### config.mk
export PLATFORM = sky130hd
export DESIGN_NAME = touch_button_scanner_glow
export DESIGN_NICKNAME = d
export VERILOG_FILES = /design/src/rtl/tbsg_pkg.sv /design/src/rtl/tbsg_buttons.sv /design/src/rtl/tbsg_glow.sv /design/src/rtl/touch_button_scanner_glow.sv
export VERILOG_INCLUDE_DIRS = /design/src /design/src/rtl
export SDC_FILE = /design/constraint.sdc
export NUM_CORES = 1
export LEC_CHECK = 0
export BUFFER_PORTS_ARGS = -buffer_cell sky130_fd_sc_hd__buf_2
export CORE_MARGIN = 1.5
export CORE_UTILIZATION = 35
export CTS_CLUSTER_SIZE = 12
export DETAILED_ROUTE_END_ITERATION = 8
export GPL_ROUTABILITY_DRIVEN = 0
export GPL_TIMING_DRIVEN = 0
export SYNTH_ARGS = -nofsm -noshare
export SYNTH_HDL_FRONTEND = slang
export SYNTH_SLANG_ARGS = --single-unit
### constraint.sdc
create_clock -name clock -period 11.46 [get_ports clock]
set_input_delay 2.292 -clock clock [delete_from_list [all_inputs] [get_ports clock]]
set_output_delay 2.292 -clock clock [all_outputs]
set_load 0.01 [all_outputs]
### src/rtl/touch_button_scanner_glow_defines.svh
// Assertion macros shared by the scanner RTL.
`ifndef TOUCH_BUTTON_SCANNER_GLOW_DEFINES_SVH
`define TOUCH_BUTTON_SCANNER_GLOW_DEFINES_SVH

// Check that a condition holds in the same cycle as its trigger.
`define TBSG_ASSERT_NOW(lbl, ante, cons) \
   lbl: assert property (@(posedge clock) disable iff (reset) (ante) |-> (cons)) \
      else $error("scanner check failed in same cycle");

// Check that a condition holds in the cycle after its trigger.
`define TBSG_ASSERT_NEXT(lbl, ante, cons) \
   lbl: assert property (@(posedge clock) disable iff (reset) (ante) |=> (cons)) \
      else $error("scanner check failed one cycle later");

`endif

### src/rtl/tbsg_pkg.sv
package tbsg_pkg;

   localparam int BUTTONS    = 5;
   localparam int GLOW_CELLS = 4;
   localparam int GLOW_BITS  = 8;

   localparam int TOUCH_BITS    = 16;
   localparam int ELAPSED_BITS  = 16;
   localparam int HOLD_BITS     = 24;
   localparam int ACCUM_BITS    = 20;
   localparam int MAX_GLOW_BITS = 8;
   localparam int TIME_CFG_BITS = 16;
   localparam int CSR_DATA_BITS = 16;
   localparam int CSR_INDEX_BITS = 2;

   localparam logic [TOUCH_BITS-1:0]    RESET_TOUCH_THRESHOLD = 16'd40;
   localparam logic [MAX_GLOW_BITS-1:0] RESET_MAX_GLOW        = 8'd255;
   localparam logic [TIME_CFG_BITS-1:0] RESET_ANIM_TRIGGER    = 16'd300;
   localparam logic [TIME_CFG_BITS-1:0] RESET_ANIM_STEP       = 16'd100;

   // Diffusion: (2*self + left + right) / 5, done as a reciprocal multiply
   localparam int DIFF_DIVISOR = 5;
   localparam int SUM_BITS     = GLOW_BITS + 2;
   localparam int RECIP_SHIFT  = SUM_BITS + 3;
   localparam int RECIP_MULT   = (1 << RECIP_SHIFT) / DIFF_DIVISOR + 1;
   localparam int PROD_BITS    = SUM_BITS + RECIP_SHIFT;

   typedef enum logic [CSR_INDEX_BITS-1:0] {
      CSR_TOUCH_THRESHOLD = 2'd0,
      CSR_MAX_GLOW        = 2'd1,
      CSR_ANIM_TRIGGER    = 2'd2,
      CSR_ANIM_STEP       = 2'd3
   } csr_index_type;

   typedef logic [TOUCH_BITS-1:0]   touch_type;
   typedef logic [ELAPSED_BITS-1:0] elapsed_type;
   typedef logic [HOLD_BITS-1:0]    hold_type;
   typedef logic [GLOW_BITS-1:0]    glow_type;

   // Per-button status passed from the scanner to the glow engine
   typedef struct packed {
      logic [BUTTONS-1:0] pressed;
      logic [BUTTONS-1:0] fresh;
   } btn_status_type;

endpackage

### src/rtl/tbsg_buttons.sv
module tbsg_buttons (
   input  logic                       clock,
   input  logic                       reset,
   input  logic                       advance,
   input  tbsg_pkg::touch_type        touch [tbsg_pkg::BUTTONS],
   input  tbsg_pkg::elapsed_type      elapsed,
   input  tbsg_pkg::touch_type        threshold,
   output tbsg_pkg::btn_status_type   status,
   output tbsg_pkg::hold_type         hold_next [tbsg_pkg::BUTTONS],
   output logic [tbsg_pkg::BUTTONS-1:0] edge_next
);

   tbsg_pkg::hold_type             hold_ff [tbsg_pkg::BUTTONS];
   tbsg_pkg::hold_type             hold_in [tbsg_pkg::BUTTONS];
   logic [tbsg_pkg::BUTTONS-1:0]   pressed_ff;
   logic [tbsg_pkg::BUTTONS-1:0]   pressed;
   logic [tbsg_pkg::BUTTONS-1:0]   fresh;

   // Compare each reading and advance its hold timer
   for (genvar i = 0; i < tbsg_pkg::BUTTONS; i++) begin : g_btn
      logic [tbsg_pkg::HOLD_BITS:0] hold_sum;

      assign pressed[i] = touch[i] < threshold;
      assign fresh[i]   = pressed[i] && (hold_ff[i] == '0);
      assign hold_sum   = {1'b0, hold_ff[i]} + (tbsg_pkg::HOLD_BITS + 1)'(elapsed);

      always_comb begin
         if (!pressed[i]) begin
            hold_in[i] = '0;
         end else if (hold_sum[tbsg_pkg::HOLD_BITS]) begin
            hold_in[i] = '1;
         end else begin
            hold_in[i] = hold_sum[tbsg_pkg::HOLD_BITS-1:0];
         end
      end

      assign hold_next[i] = hold_in[i];
   end

   assign status.pressed = pressed;
   assign status.fresh   = fresh;
   assign edge_next      = pressed & ~pressed_ff;

   // Hold timers and last pressed mask
   always_ff @(posedge clock) begin
      if (reset) begin
         pressed_ff <= '0;
         for (int i = 0; i < tbsg_pkg::BUTTONS; i++) begin
            hold_ff[i] <= '0;
         end
      end else if (advance) begin
         pressed_ff <= pressed;
         for (int i = 0; i < tbsg_pkg::BUTTONS; i++) begin
            hold_ff[i] <= hold_in[i];
         end
      end
   end

endmodule

### src/rtl/tbsg_glow.sv
module tbsg_glow (
   input  logic                                  clock,
   input  logic                                  reset,
   input  logic                                  advance,
   input  tbsg_pkg::btn_status_type              status,
   input  tbsg_pkg::elapsed_type                 elapsed,
   input  logic [tbsg_pkg::MAX_GLOW_BITS-1:0]    max_glow,
   input  logic [tbsg_pkg::TIME_CFG_BITS-1:0]    trigger_ms,
   input  logic [tbsg_pkg::TIME_CFG_BITS-1:0]    step_ms,
   output tbsg_pkg::glow_type                    glow_next [tbsg_pkg::GLOW_CELLS],
   output logic                                  glow_valid_next
);

   tbsg_pkg::glow_type              glow_ff [tbsg_pkg::GLOW_CELLS];
   tbsg_pkg::glow_type              glow_in [tbsg_pkg::GLOW_CELLS];
   tbsg_pkg::glow_type              loaded  [tbsg_pkg::GLOW_CELLS];
   tbsg_pkg::glow_type              quot    [tbsg_pkg::GLOW_CELLS];
   logic [tbsg_pkg::GLOW_CELLS-1:0] nonzero;
   logic [tbsg_pkg::ACCUM_BITS-1:0] accum_ff;
   logic [tbsg_pkg::ACCUM_BITS-1:0] accum_in;
   logic [tbsg_pkg::ACCUM_BITS:0]   accum_sum;
   logic [tbsg_pkg::ACCUM_BITS-1:0] accum_sat;
   logic [tbsg_pkg::ACCUM_BITS-1:0] step_ext;
   logic                            run;
   tbsg_pkg::glow_type              glow_load;

   assign glow_load = tbsg_pkg::GLOW_BITS'(max_glow);

   // Saturating accumulator and diffusion trigger
   assign accum_sum = {1'b0, accum_ff} + (tbsg_pkg::ACCUM_BITS + 1)'(elapsed);
   assign accum_sat = accum_sum[tbsg_pkg::ACCUM_BITS] ? '1
                                                      : accum_sum[tbsg_pkg::ACCUM_BITS-1:0];
   assign step_ext  = tbsg_pkg::ACCUM_BITS'(step_ms);
   assign run       = accum_sat > tbsg_pkg::ACCUM_BITS'(trigger_ms);

   always_comb begin
      if (!run) begin
         accum_in = accum_sat;
      end else if (step_ext > accum_sat) begin
         accum_in = '0;
      end else begin
         accum_in = accum_sat - step_ext;
      end
   end

   // Load fresh presses, then diffuse each cell with its neighbors when the trigger runs
   for (genvar i = 0; i < tbsg_pkg::GLOW_CELLS; i++) begin : g_cell
      logic                              load;
      logic [tbsg_pkg::SUM_BITS-1:0]     left;
      logic [tbsg_pkg::SUM_BITS-1:0]     right;
      logic [tbsg_pkg::SUM_BITS-1:0]     wsum;
      logic [tbsg_pkg::PROD_BITS-1:0]    prod;

      if (i < tbsg_pkg::BUTTONS) begin : g_load
         assign load = status.fresh[i];
      end else begin : g_noload
         assign load = 1'b0;
      end

      assign loaded[i] = load ? glow_load : glow_ff[i];

      if (i == 0) begin : g_left_edge
         assign left = '0;
      end else begin : g_left
         assign left = tbsg_pkg::SUM_BITS'(loaded[i-1]);
      end

      if (i == tbsg_pkg::GLOW_CELLS - 1) begin : g_right_edge
         assign right = '0;
      end else begin : g_right
         assign right = tbsg_pkg::SUM_BITS'(loaded[i+1]);
      end

      assign wsum = {1'b0, loaded[i], 1'b0} + left + right;
      assign prod = tbsg_pkg::PROD_BITS'(wsum)
                    * tbsg_pkg::PROD_BITS'(tbsg_pkg::RECIP_MULT);
      assign quot[i]    = prod[tbsg_pkg::RECIP_SHIFT +: tbsg_pkg::GLOW_BITS];
      assign nonzero[i] = quot[i] != '0;
      assign glow_in[i] = run ? quot[i] : loaded[i];
      assign glow_next[i] = glow_in[i];
   end

   assign glow_valid_next = run && (nonzero != '0);

   // Glow cells and accumulator
   always_ff @(posedge clock) begin
      if (reset) begin
         accum_ff <= '0;
         for (int i = 0; i < tbsg_pkg::GLOW_CELLS; i++) begin
            glow_ff[i] <= '0;
         end
      end else if (advance) begin
         accum_ff <= accum_in;
         for (int i = 0; i < tbsg_pkg::GLOW_CELLS; i++) begin
            glow_ff[i] <= glow_in[i];
         end
      end
   end

endmodule

### src/rtl/touch_button_scanner_glow.sv
// Touch button scanner with press glow.
// Request channel (req_valid/req_ready): five raw touch readings and the
// milliseconds since the previous scan. Response channel (rsp_valid/rsp_ready):
// pressed mask, rising-edge mask, five hold timers, four glow cells and a flag
// that a diffusion step ran with some cell left nonzero. One response per request.
// Configuration (csr_we/csr_index/csr_wdata): 0 touch threshold, 1 max glow,
// 2 animation trigger ms, 3 animation step ms; write only while idle.
// From request accept to response valid: one input register, then the compare,
// hold add, glow load and reciprocal-multiply diffusion run combinationally
// into the response register. Throughput is one request per cycle while responses
// are taken; the single diffusion multiplier per cell sets the critical path.
// A stalled response holds its register; the input register still takes one more
// request, after which req_ready drops until the response is taken.
// Reset clears both registers' valid flags, the hold timers, the glow cells, the
// accumulator and the pressed history, and loads the register defaults.
`include "touch_button_scanner_glow_defines.svh"

module touch_button_scanner_glow (
   input  logic                                  clock,
   input  logic                                  reset,
   input  logic                                  req_valid,
   output logic                                  req_ready,
   input  logic [tbsg_pkg::TOUCH_BITS-1:0]       req_touch_0,
   input  logic [tbsg_pkg::TOUCH_BITS-1:0]       req_touch_1,
   input  logic [tbsg_pkg::TOUCH_BITS-1:0]       req_touch_2,
   input  logic [tbsg_pkg::TOUCH_BITS-1:0]       req_touch_3,
   input  logic [tbsg_pkg::TOUCH_BITS-1:0]       req_touch_4,
   input  logic [tbsg_pkg::ELAPSED_BITS-1:0]     req_elapsed_ms,
   output logic                                  rsp_valid,
   input  logic                                  rsp_ready,
   output logic [tbsg_pkg::BUTTONS-1:0]          rsp_press_mask,
   output logic [tbsg_pkg::BUTTONS-1:0]          rsp_edge_mask,
   output logic [tbsg_pkg::HOLD_BITS-1:0]        rsp_hold_0,
   output logic [tbsg_pkg::HOLD_BITS-1:0]        rsp_hold_1,
   output logic [tbsg_pkg::HOLD_BITS-1:0]        rsp_hold_2,
   output logic [tbsg_pkg::HOLD_BITS-1:0]        rsp_hold_3,
   output logic [tbsg_pkg::HOLD_BITS-1:0]        rsp_hold_4,
   output logic [tbsg_pkg::GLOW_BITS-1:0]        rsp_glow_a,
   output logic [tbsg_pkg::GLOW_BITS-1:0]        rsp_glow_b,
   output logic [tbsg_pkg::GLOW_BITS-1:0]        rsp_glow_c,
   output logic [tbsg_pkg::GLOW_BITS-1:0]        rsp_glow_d,
   output logic                                  rsp_glow_valid,
   input  logic                                  csr_we,
   input  logic [tbsg_pkg::CSR_INDEX_BITS-1:0]   csr_index,
   input  logic [tbsg_pkg::CSR_DATA_BITS-1:0]    csr_wdata
);

   // Configuration registers
   tbsg_pkg::touch_type                       threshold_ff;
   logic [tbsg_pkg::MAX_GLOW_BITS-1:0]        max_glow_ff;
   logic [tbsg_pkg::TIME_CFG_BITS-1:0]        trigger_ff;
   logic [tbsg_pkg::TIME_CFG_BITS-1:0]        step_ff;

   // Input stage
   logic                                      in_vld_ff;
   tbsg_pkg::touch_type                       touch_ff [tbsg_pkg::BUTTONS];
   tbsg_pkg::elapsed_type                     elapsed_ff;

   // Response stage
   logic                                      rsp_vld_ff;
   logic [tbsg_pkg::BUTTONS-1:0]              press_ff;
   logic [tbsg_pkg::BUTTONS-1:0]              edge_ff;
   tbsg_pkg::hold_type                        hold_ff [tbsg_pkg::BUTTONS];
   tbsg_pkg::glow_type                        glow_ff [tbsg_pkg::GLOW_CELLS];
   logic                                      glow_valid_ff;

   logic                                      advance;
   logic                                      req_take;
   tbsg_pkg::btn_status_type                  status;
   tbsg_pkg::hold_type                        hold_in [tbsg_pkg::BUTTONS];
   logic [tbsg_pkg::BUTTONS-1:0]              edge_in;
   tbsg_pkg::glow_type                        glow_in [tbsg_pkg::GLOW_CELLS];
   logic                                      glow_valid_in;

   // Move the held request on when the response register is free or draining
   assign advance   = in_vld_ff && (!rsp_vld_ff || rsp_ready);
   assign req_ready = !in_vld_ff || advance;
   assign req_take  = req_valid && req_ready;

   // Write configuration registers
   always_ff @(posedge clock) begin
      if (reset) begin
         threshold_ff <= tbsg_pkg::RESET_TOUCH_THRESHOLD;
         max_glow_ff  <= tbsg_pkg::RESET_MAX_GLOW;
         trigger_ff   <= tbsg_pkg::RESET_ANIM_TRIGGER;
         step_ff      <= tbsg_pkg::RESET_ANIM_STEP;
      end else if (csr_we) begin
         unique case (tbsg_pkg::csr_index_type'(csr_index))
            tbsg_pkg::CSR_TOUCH_THRESHOLD: begin
               threshold_ff <= csr_wdata;
            end
            tbsg_pkg::CSR_MAX_GLOW: begin
               max_glow_ff <= csr_wdata[tbsg_pkg::MAX_GLOW_BITS-1:0];
            end
            tbsg_pkg::CSR_ANIM_TRIGGER: begin
               trigger_ff <= csr_wdata;
            end
            tbsg_pkg::CSR_ANIM_STEP: begin
               step_ff <= csr_wdata;
            end
         endcase
      end
   end

   // Stage valid flags
   always_ff @(posedge clock) begin
      if (reset) begin
         in_vld_ff  <= 1'b0;
         rsp_vld_ff <= 1'b0;
      end else begin
         if (req_ready) begin
            in_vld_ff <= req_valid;
         end
         if (advance) begin
            rsp_vld_ff <= 1'b1;
         end else if (rsp_ready) begin
            rsp_vld_ff <= 1'b0;
         end
      end
   end

   // Capture the request payload
   always_ff @(posedge clock) begin
      if (req_take) begin
         touch_ff[0] <= req_touch_0;
         touch_ff[1] <= req_touch_1;
         touch_ff[2] <= req_touch_2;
         touch_ff[3] <= req_touch_3;
         touch_ff[4] <= req_touch_4;
         elapsed_ff  <= req_elapsed_ms;
      end
   end

   tbsg_buttons u_buttons (
      .clock     (clock),
      .reset     (reset),
      .advance   (advance),
      .touch     (touch_ff),
      .elapsed   (elapsed_ff),
      .threshold (threshold_ff),
      .status    (status),
      .hold_next (hold_in),
      .edge_next (edge_in)
   );

   tbsg_glow u_glow (
      .clock           (clock),
      .reset           (reset),
      .advance         (advance),
      .status          (status),
      .elapsed         (elapsed_ff),
      .max_glow        (max_glow_ff),
      .trigger_ms      (trigger_ff),
      .step_ms         (step_ff),
      .glow_next       (glow_in),
      .glow_valid_next (glow_valid_in)
   );

   // Capture the response payload
   always_ff @(posedge clock) begin
      if (advance) begin
         press_ff      <= status.pressed;
         edge_ff       <= edge_in;
         glow_valid_ff <= glow_valid_in;
         for (int i = 0; i < tbsg_pkg::BUTTONS; i++) begin
            hold_ff[i] <= hold_in[i];
         end
         for (int i = 0; i < tbsg_pkg::GLOW_CELLS; i++) begin
            glow_ff[i] <= glow_in[i];
         end
      end
   end

   assign rsp_valid      = rsp_vld_ff;
   assign rsp_press_mask = press_ff;
   assign rsp_edge_mask  = edge_ff;
   assign rsp_hold_0     = hold_ff[0];
   assign rsp_hold_1     = hold_ff[1];
   assign rsp_hold_2     = hold_ff[2];
   assign rsp_hold_3     = hold_ff[3];
   assign rsp_hold_4     = hold_ff[4];
   assign rsp_glow_a     = glow_ff[0];
   assign rsp_glow_b     = glow_ff[1];
   assign rsp_glow_c     = glow_ff[2];
   assign rsp_glow_d     = glow_ff[3];
   assign rsp_glow_valid = glow_valid_ff;

   // A rising edge is always a pressed button
   `TBSG_ASSERT_NOW(a_edge_in_press, rsp_vld_ff, (edge_ff & ~press_ff) == '0)
   // A released button 0 shows zero hold time
   `TBSG_ASSERT_NOW(a_hold_needs_press, rsp_vld_ff, (hold_ff[0] == '0) || press_ff[0])
   // The glow flag implies some lit cell
   `TBSG_ASSERT_NOW(a_glow_flag_lit, rsp_vld_ff && glow_valid_ff,
      (glow_ff[0] | glow_ff[1] | glow_ff[2] | glow_ff[3]) != '0)
   // A held request waits while the response is stalled
   `TBSG_ASSERT_NEXT(a_input_holds, in_vld_ff && rsp_vld_ff && !rsp_ready, in_vld_ff)

endmodule
==> results of run 1 <==
[metrics by stage]
step	setup slack [ns]	utilization	cell area (um^2)	cells
2_1_floorplan	1.77	-	35800	3546
3_3_place_gp	-0.859	0.383	38900	5195
3_5_place_dp	-0.769	0.384	39000	5200
4_1_cts	0.0506	0.405	41100	5310
5_1_grt	0.00739	0.406	41300	5323
6_report	0.459	0.406	41300	5329
[registers in the layout, summed over array words and instances, names as in the netlist, 8 cells and up]
signal             cells
glow_ff               32
step_ff               16
threshold_ff          16
hold_ff              120
elapsed_ff            16
touch_ff              80
u_buttons.hold_ff    120
max_glow_ff            8
trigger_ff            16
u_glow.glow_ff        32
u_glow.accum_ff       20
[final cells by class]
cell class | count | area (um^2)
well taps | 1368 | 1710
inverters | 425 | 1600
fillers | 10000 | 60300
repair buffers | 292 | 1570
diodes | 13 | 32.5
clock buffers | 85 | 1710
flip-flops and latches | 494 | 14000
clock inverters | 25 | 365
plain buffers | 75 | 314
multi-input cells | 2552 | 20000
[how the worst max path moves through the flow]
stage | startpoint | end | slack [ns] | cells after the start
6_report | threshold_ff[1] | rsp_glow_valid | 0.46 | 36
2_1_floorplan | threshold_ff[13] | rsp_glow_valid | 1.77 | 43
4_1_cts | threshold_ff[15] | rsp_glow_valid | 0.05 | 40
3_5_place_dp | threshold_ff[15] | rsp_glow_valid | -0.77 | 39
3_3_place_gp | threshold_ff[15] | rsp_glow_valid | -0.86 | 39
5_1_grt | threshold_ff[1] | rsp_glow_valid | 0.007 | 36
[worst register-to-register path: cells and delay by family, from the launching register on]
kind / cells / cell delay [ns]
DFF: 1 / 0.31
AOI/OAI and AO/OA: 12 / 3.23
xor gates and xnor gates: 2 / 0.74
and+or+nand+nor: 4 / 1.19
buffers and inverters: 6 / 0.75
adders and majority gates: 12 / 4.46
[timing repair]
item | in CTS | in global routing
hold endpoints to repair | 0 | 0
setup buffers | 0 | 6
gates resized for setup | 9 | 12
pin swaps | 0 | 7
endpoints found under the setup margin | 1 | 3
[cells by family after synthesis]
kind of cell | share of synthesized area
AND/OR/NAND/NOR | 0.140
AO/OA/AOI/OAI | 0.119
adder cells (fa/ha/maj) | 0.242
buffers and inverters | 0.0532
flip-flops | 0.392
XOR/XNOR | 0.0380
multiplexers | 0.0170
[cells in the final DEF, fill, tap and decap left out, drive strengths merged, types with 112 or more instances in the layout]
cell	instances
edfxtp	411
clkbuf	151
ha	475
xnor2	112
a21oi	210
fa	132
buf	301
nor2	448
nand2	253
inv	428
o21ai	115
[routing by layer]
metal	GRT usage	share of wire
met2	0.323	0.47
met5	0	0.00090
met3	0.0299	0.064
met4	0.0591	0.027
met1	0.259	0.44
==> results.sh, run 1 <==
export IMPL_status="completed"
export IMPL_yosys_warnings=0
export IMPL_nets=4625
export IMPL_hold_buffers=0
export IMPL_synth_cell_area_um2=35800
export IMPL_clk_latency_ns=0.66
export IMPL_required_ns=11.80
export IMPL_end_kind="register"
export IMPL_fin_crit_ns=11.00
export IMPL_clk_pin_slew_worst_paths_ns=0.06
export IMPL_post_route_period_util=0.960
export IMPL_cp_arrival_ns=11.34
export IMPL_synth_top_cell_by_area="edfxtp_1"
export IMPL_hold_ws_ns=0.443
export IMPL_maxSlewViolCount=0
export IMPL_postSynthCellCount=3546
export IMPL_grt_ovfl_total=0
export IMPL_start_util=0.352
export IMPL_r2r_cells=36
export IMPL_timing_rr_start="threshold_ff[1]"
export IMPL_max_freq_ghz=0.0909
export IMPL_first_pass_iters=5
export IMPL_synthesis_nets=4272
export IMPL_min_path_type="register to register"
export IMPL_grt_max_degree=121
export IMPL_synthToLayoutAreaGrowth_pct=15.4
export IMPL_synth_edf_count=411
export IMPL_num_vias=26900
export IMPL_grt_pass1_vias=26300
export IMPL_path_class="register to register"
export IMPL_min_from="u_buttons.pressed_ff[3]"
export IMPL_drcViolationCount=0
export IMPL_totalWireLength_um=102000
export IMPL_die_h_um=323
export IMPL_hold_viol_final=0
export IMPL_ys_seq_area_frac=0.392
export IMPL_worst_pin_slew_ns=1.30
export IMPL_slew_headroom=0.132
export IMPL_maxCapViolCount=0
export IMPL_track_usage=0.194
export IMPL_hold_path_end="u_buttons.pressed_ff[3]"
export IMPL_crit_buf_inv=6
export IMPL_synth_top_cell_area_share=0.345
export IMPL_htreeDepth=2
export IMPL_path_delay_family="adder cells"
export IMPL_finalSetupTns_ns=0
export IMPL_rsz0062_at_grt="false"
export IMPL_io_pins=284
export IMPL_reg2reg_setup_slack_ns=0.46
export IMPL_cts_sinks=494
export IMPL_grt_antenna_before_repair=21
export IMPL_worstHoldPathCells=2
export IMPL_r2r_end="rsp_glow_valid"
export IMPL_crit_fanout=8
export IMPL_cts_path_max_buffers=3
export IMPL_portBuffers=281
export IMPL_cts_root_buf="clkbuf_16"
export IMPL_core_area_um2=102000
export IMPL_cpMaxStageDelayCell="fa_1"
export IMPL_grt_pass1_wl_um=154000
export IMPL_final_setup_skew_ns=0.0204
export IMPL_syn_avg_cell_area_um2=10.1
export IMPL_rows=117
export IMPL_synth_area_leaders="edfxtp_1, ha_1, fa_1, nor2_1, dfxtp_1"
export IMPL_drt_iter0_drc=2162
export IMPL_cts_tree="yes"
export IMPL_synthArstFlopShare=0
export IMPL_cts_inserted_buffers=59
export IMPL_die_w_um=323
export IMPL_routedWlPerCell_um=19.1
export IMPL_synthFlopType="edfxtp_1"
export IMPL_ys_ff_latch=494
export IMPL_yosys_cell_types_count=93
export IMPL_ant_nets=0
export IMPL_setup_violations=0
export IMPL_yosys_top_cells_count="ha_1, nor2_1, inv_1"
export IMPL_critPathLaunchType="register"
export IMPL_die_area_um2=104000
export IMPL_yosysMostFrequentCell="ha_1"
export IMPL_slowest_delay_ns=0.54
export IMPL_final_layout_size_suffix_gt1_frac=0.120
export IMPL_avgViaCountPerCell=5.05
export IMPL_hpwl_um=79200
Power of run 1 is left out: the tool's default activity adds up to more than one toggle a clock period on the data nets, which glitch-free logic cannot reach.
==> run 2, diff against run 1 <==
--- a/config.mk
+++ b/config.mk
@@ -8,7 +8,7 @@
 export LEC_CHECK = 0
 export BUFFER_PORTS_ARGS = -buffer_cell sky130_fd_sc_hd__buf_2
 export CORE_MARGIN = 1.5
-export CORE_UTILIZATION = 35
+export CORE_UTILIZATION = 40
 export CTS_CLUSTER_SIZE = 12
 export DETAILED_ROUTE_END_ITERATION = 8
 export GPL_ROUTABILITY_DRIVEN = 0
==> run 2 against run 1 <==
  * The flow now finishes with violations (DRC)
  * Count of clock-buffer cells in the layout fell by 10
  * Sequential share of layout area rose by 0.19 points
  * Global-route usage rose by 2.0 points
  * Clock skew rose by 0.025 ns
  * Register-to-register slack barely moved
  * Wire length fell by 3.9%
  * Largest cell class unchanged
==> results.sh, run 2 (synthesized netlist as in run 1, its figures left out) <==
export IMPL_track_usage=0.213
export IMPL_layout_common_cells="ha_1, nor2_1, inv_1"
export IMPL_post_route_period_util=0.959
export IMPL_hpwl_um=76600
export IMPL_cts_tree="yes"
export IMPL_die_h_um=302
export IMPL_path_delay_family="adder cells"
export IMPL_crit_fanout=10
export IMPL_cts_sinks=494
export IMPL_worst_pin_slew_ns=1.32
export IMPL_cp_arrival_ns=11.31
export IMPL_n_fill_cell=8340
export IMPL_maxCapViolCount=0
export IMPL_io_pins=284
export IMPL_synthToLayoutAreaGrowth_pct=14.7
export IMPL_cts_path_max_buffers=3
export IMPL_crit_buf_inv=8
export IMPL_cts_root_buf="clkbuf_16"
export IMPL_die_area_um2=91200
export IMPL_layout_commonest_cell="ha_1"
export IMPL_cts_inserted_buffers=58
export IMPL_drcViolationCount=19
export IMPL_clk_pin_slew_worst_paths_ns=0.06
export IMPL_clk_latency_ns=0.69
export IMPL_finalSetupTns_ns=0
export IMPL_portBuffers=281
export IMPL_critPathLaunchType="register"
export IMPL_grt_ovfl_total=0
export IMPL_num_vias=26800
export IMPL_slowest_delay_ns=0.61
export IMPL_final_setup_skew_ns=0.0457
export IMPL_max_freq_ghz=0.0910
export IMPL_slew_headroom=0.120
export IMPL_htreeDepth=2
export IMPL_failed_checks="DRC"
export IMPL_grt_pass1_vias=26100
export IMPL_setup_violations=0
export IMPL_nets=4623
export IMPL_grt_pass1_wl_um=149000
export IMPL_fin_crit_ns=10.99
export IMPL_status="finished, violations left"
export IMPL_rsz0062_at_grt="false"
export IMPL_ant_nets=0
export IMPL_final_layout_size_suffix_gt1_frac=0.120
export IMPL_min_path_type="register to register"
export IMPL_top_regs="hold_ff: 120 flops, u_buttons.hold_ff: 120 flops, touch_ff: 80 flops"
export IMPL_drt_iter0_drc=1693
export IMPL_hold_viol_final=0
export IMPL_routedWlPerCell_um=19.1
export IMPL_maxSlewViolCount=0
export IMPL_required_ns=11.79
export IMPL_start_util=0.404
export IMPL_totalWireLength_um=97800
export IMPL_end_kind="register"
export IMPL_path_class="register to register"
export IMPL_first_pass_iters=9
export IMPL_grt_max_degree=102
export IMPL_rows=109
export IMPL_grt_antenna_before_repair=11
export IMPL_die_w_um=302
export IMPL_avgViaCountPerCell=5.23
export IMPL_cpMaxStageDelayCell="or4_4"
export IMPL_core_area_um2=88500
-- run 2: cell types whose count changed in the layout (fill, tap and decap cells not counted), sizes merged --
cell,delta
clkinv,+1
diode,-9
clkbuf,-10
buf,-1
clkinvlp,+3
bufinv,+5
-- run 2: timing repair --
action                                  4_1_cts  5_1_grt
setup buffers                                 0        5
pin swaps                                     0        7
endpoints found under the setup margin        1        2
resized for setup                             7       17
hold buffers                                  0        0
-- run 2: final timing paths --
path | startpoint | endpoint | slack, ns | cells after the start
max | threshold_ff[15] | rsp_glow_valid | 0.47 | 42
min | u_buttons.pressed_ff[0] | u_buttons.pressed_ff[0] | 0.44 | 2
max reg2reg | threshold_ff[15] | rsp_glow_valid | 0.47 | 42
min reg2reg | u_buttons.pressed_ff[0] | u_buttons.pressed_ff[0] | 0.44 | 2
-- run 2: final cells by class --
type / instances / area, um^2 / area share
timing repair buffer: 291 / 1580 / 0.0385
antenna: 4 / 10.0 / 0.000244
tap: 1165 / 1460 / 0.0355
buffer: 75 / 314 / 0.00765
clock inverter: 34 / 536 / 0.0130
multi-input combinational: 2552 / 20000 / 0.487
clock buffer: 75 / 1560 / 0.0380
inverter: 425 / 1600 / 0.0391
sequential: 494 / 14000 / 0.341
-- run 2: worst min-delay path, delay by kind of cell (launching register included) --
| family | cells | cell delay [ns] |
|---|---|---|
| DFF | 1 | 0.31 |
| and+or+nand+nor | 2 | 0.09 |
-- run 2: stage by stage --
stage | cell area [um^2] | util | std cells | hold slack (ns) | setup slack [ns]
after floorplan | 35800 | - | 3546 | 0.423 | 1.77
after global placement | 38600 | 0.436 | 4992 | 0.432 | -0.524
after detailed placement | 38800 | 0.438 | 4997 | 0.435 | -0.547
after CTS | 40900 | 0.462 | 5106 | 0.445 | 0.0375
after global routing | 41000 | 0.464 | 5115 | 0.462 | 0.0158
final | 41000 | 0.464 | 5115 | 0.443 | 0.474
-- run 2: per-layer routing --
metal,GRT usage,part of all wire,vias up
li1,-,-,13200
met1,0.285,0.44,12800
met2,0.359,0.47,671
met3,0.0308,0.055,158
met4,0.0649,0.030,10
met5,0,0.00054,-
Power of run 2 is left out for the same reason.
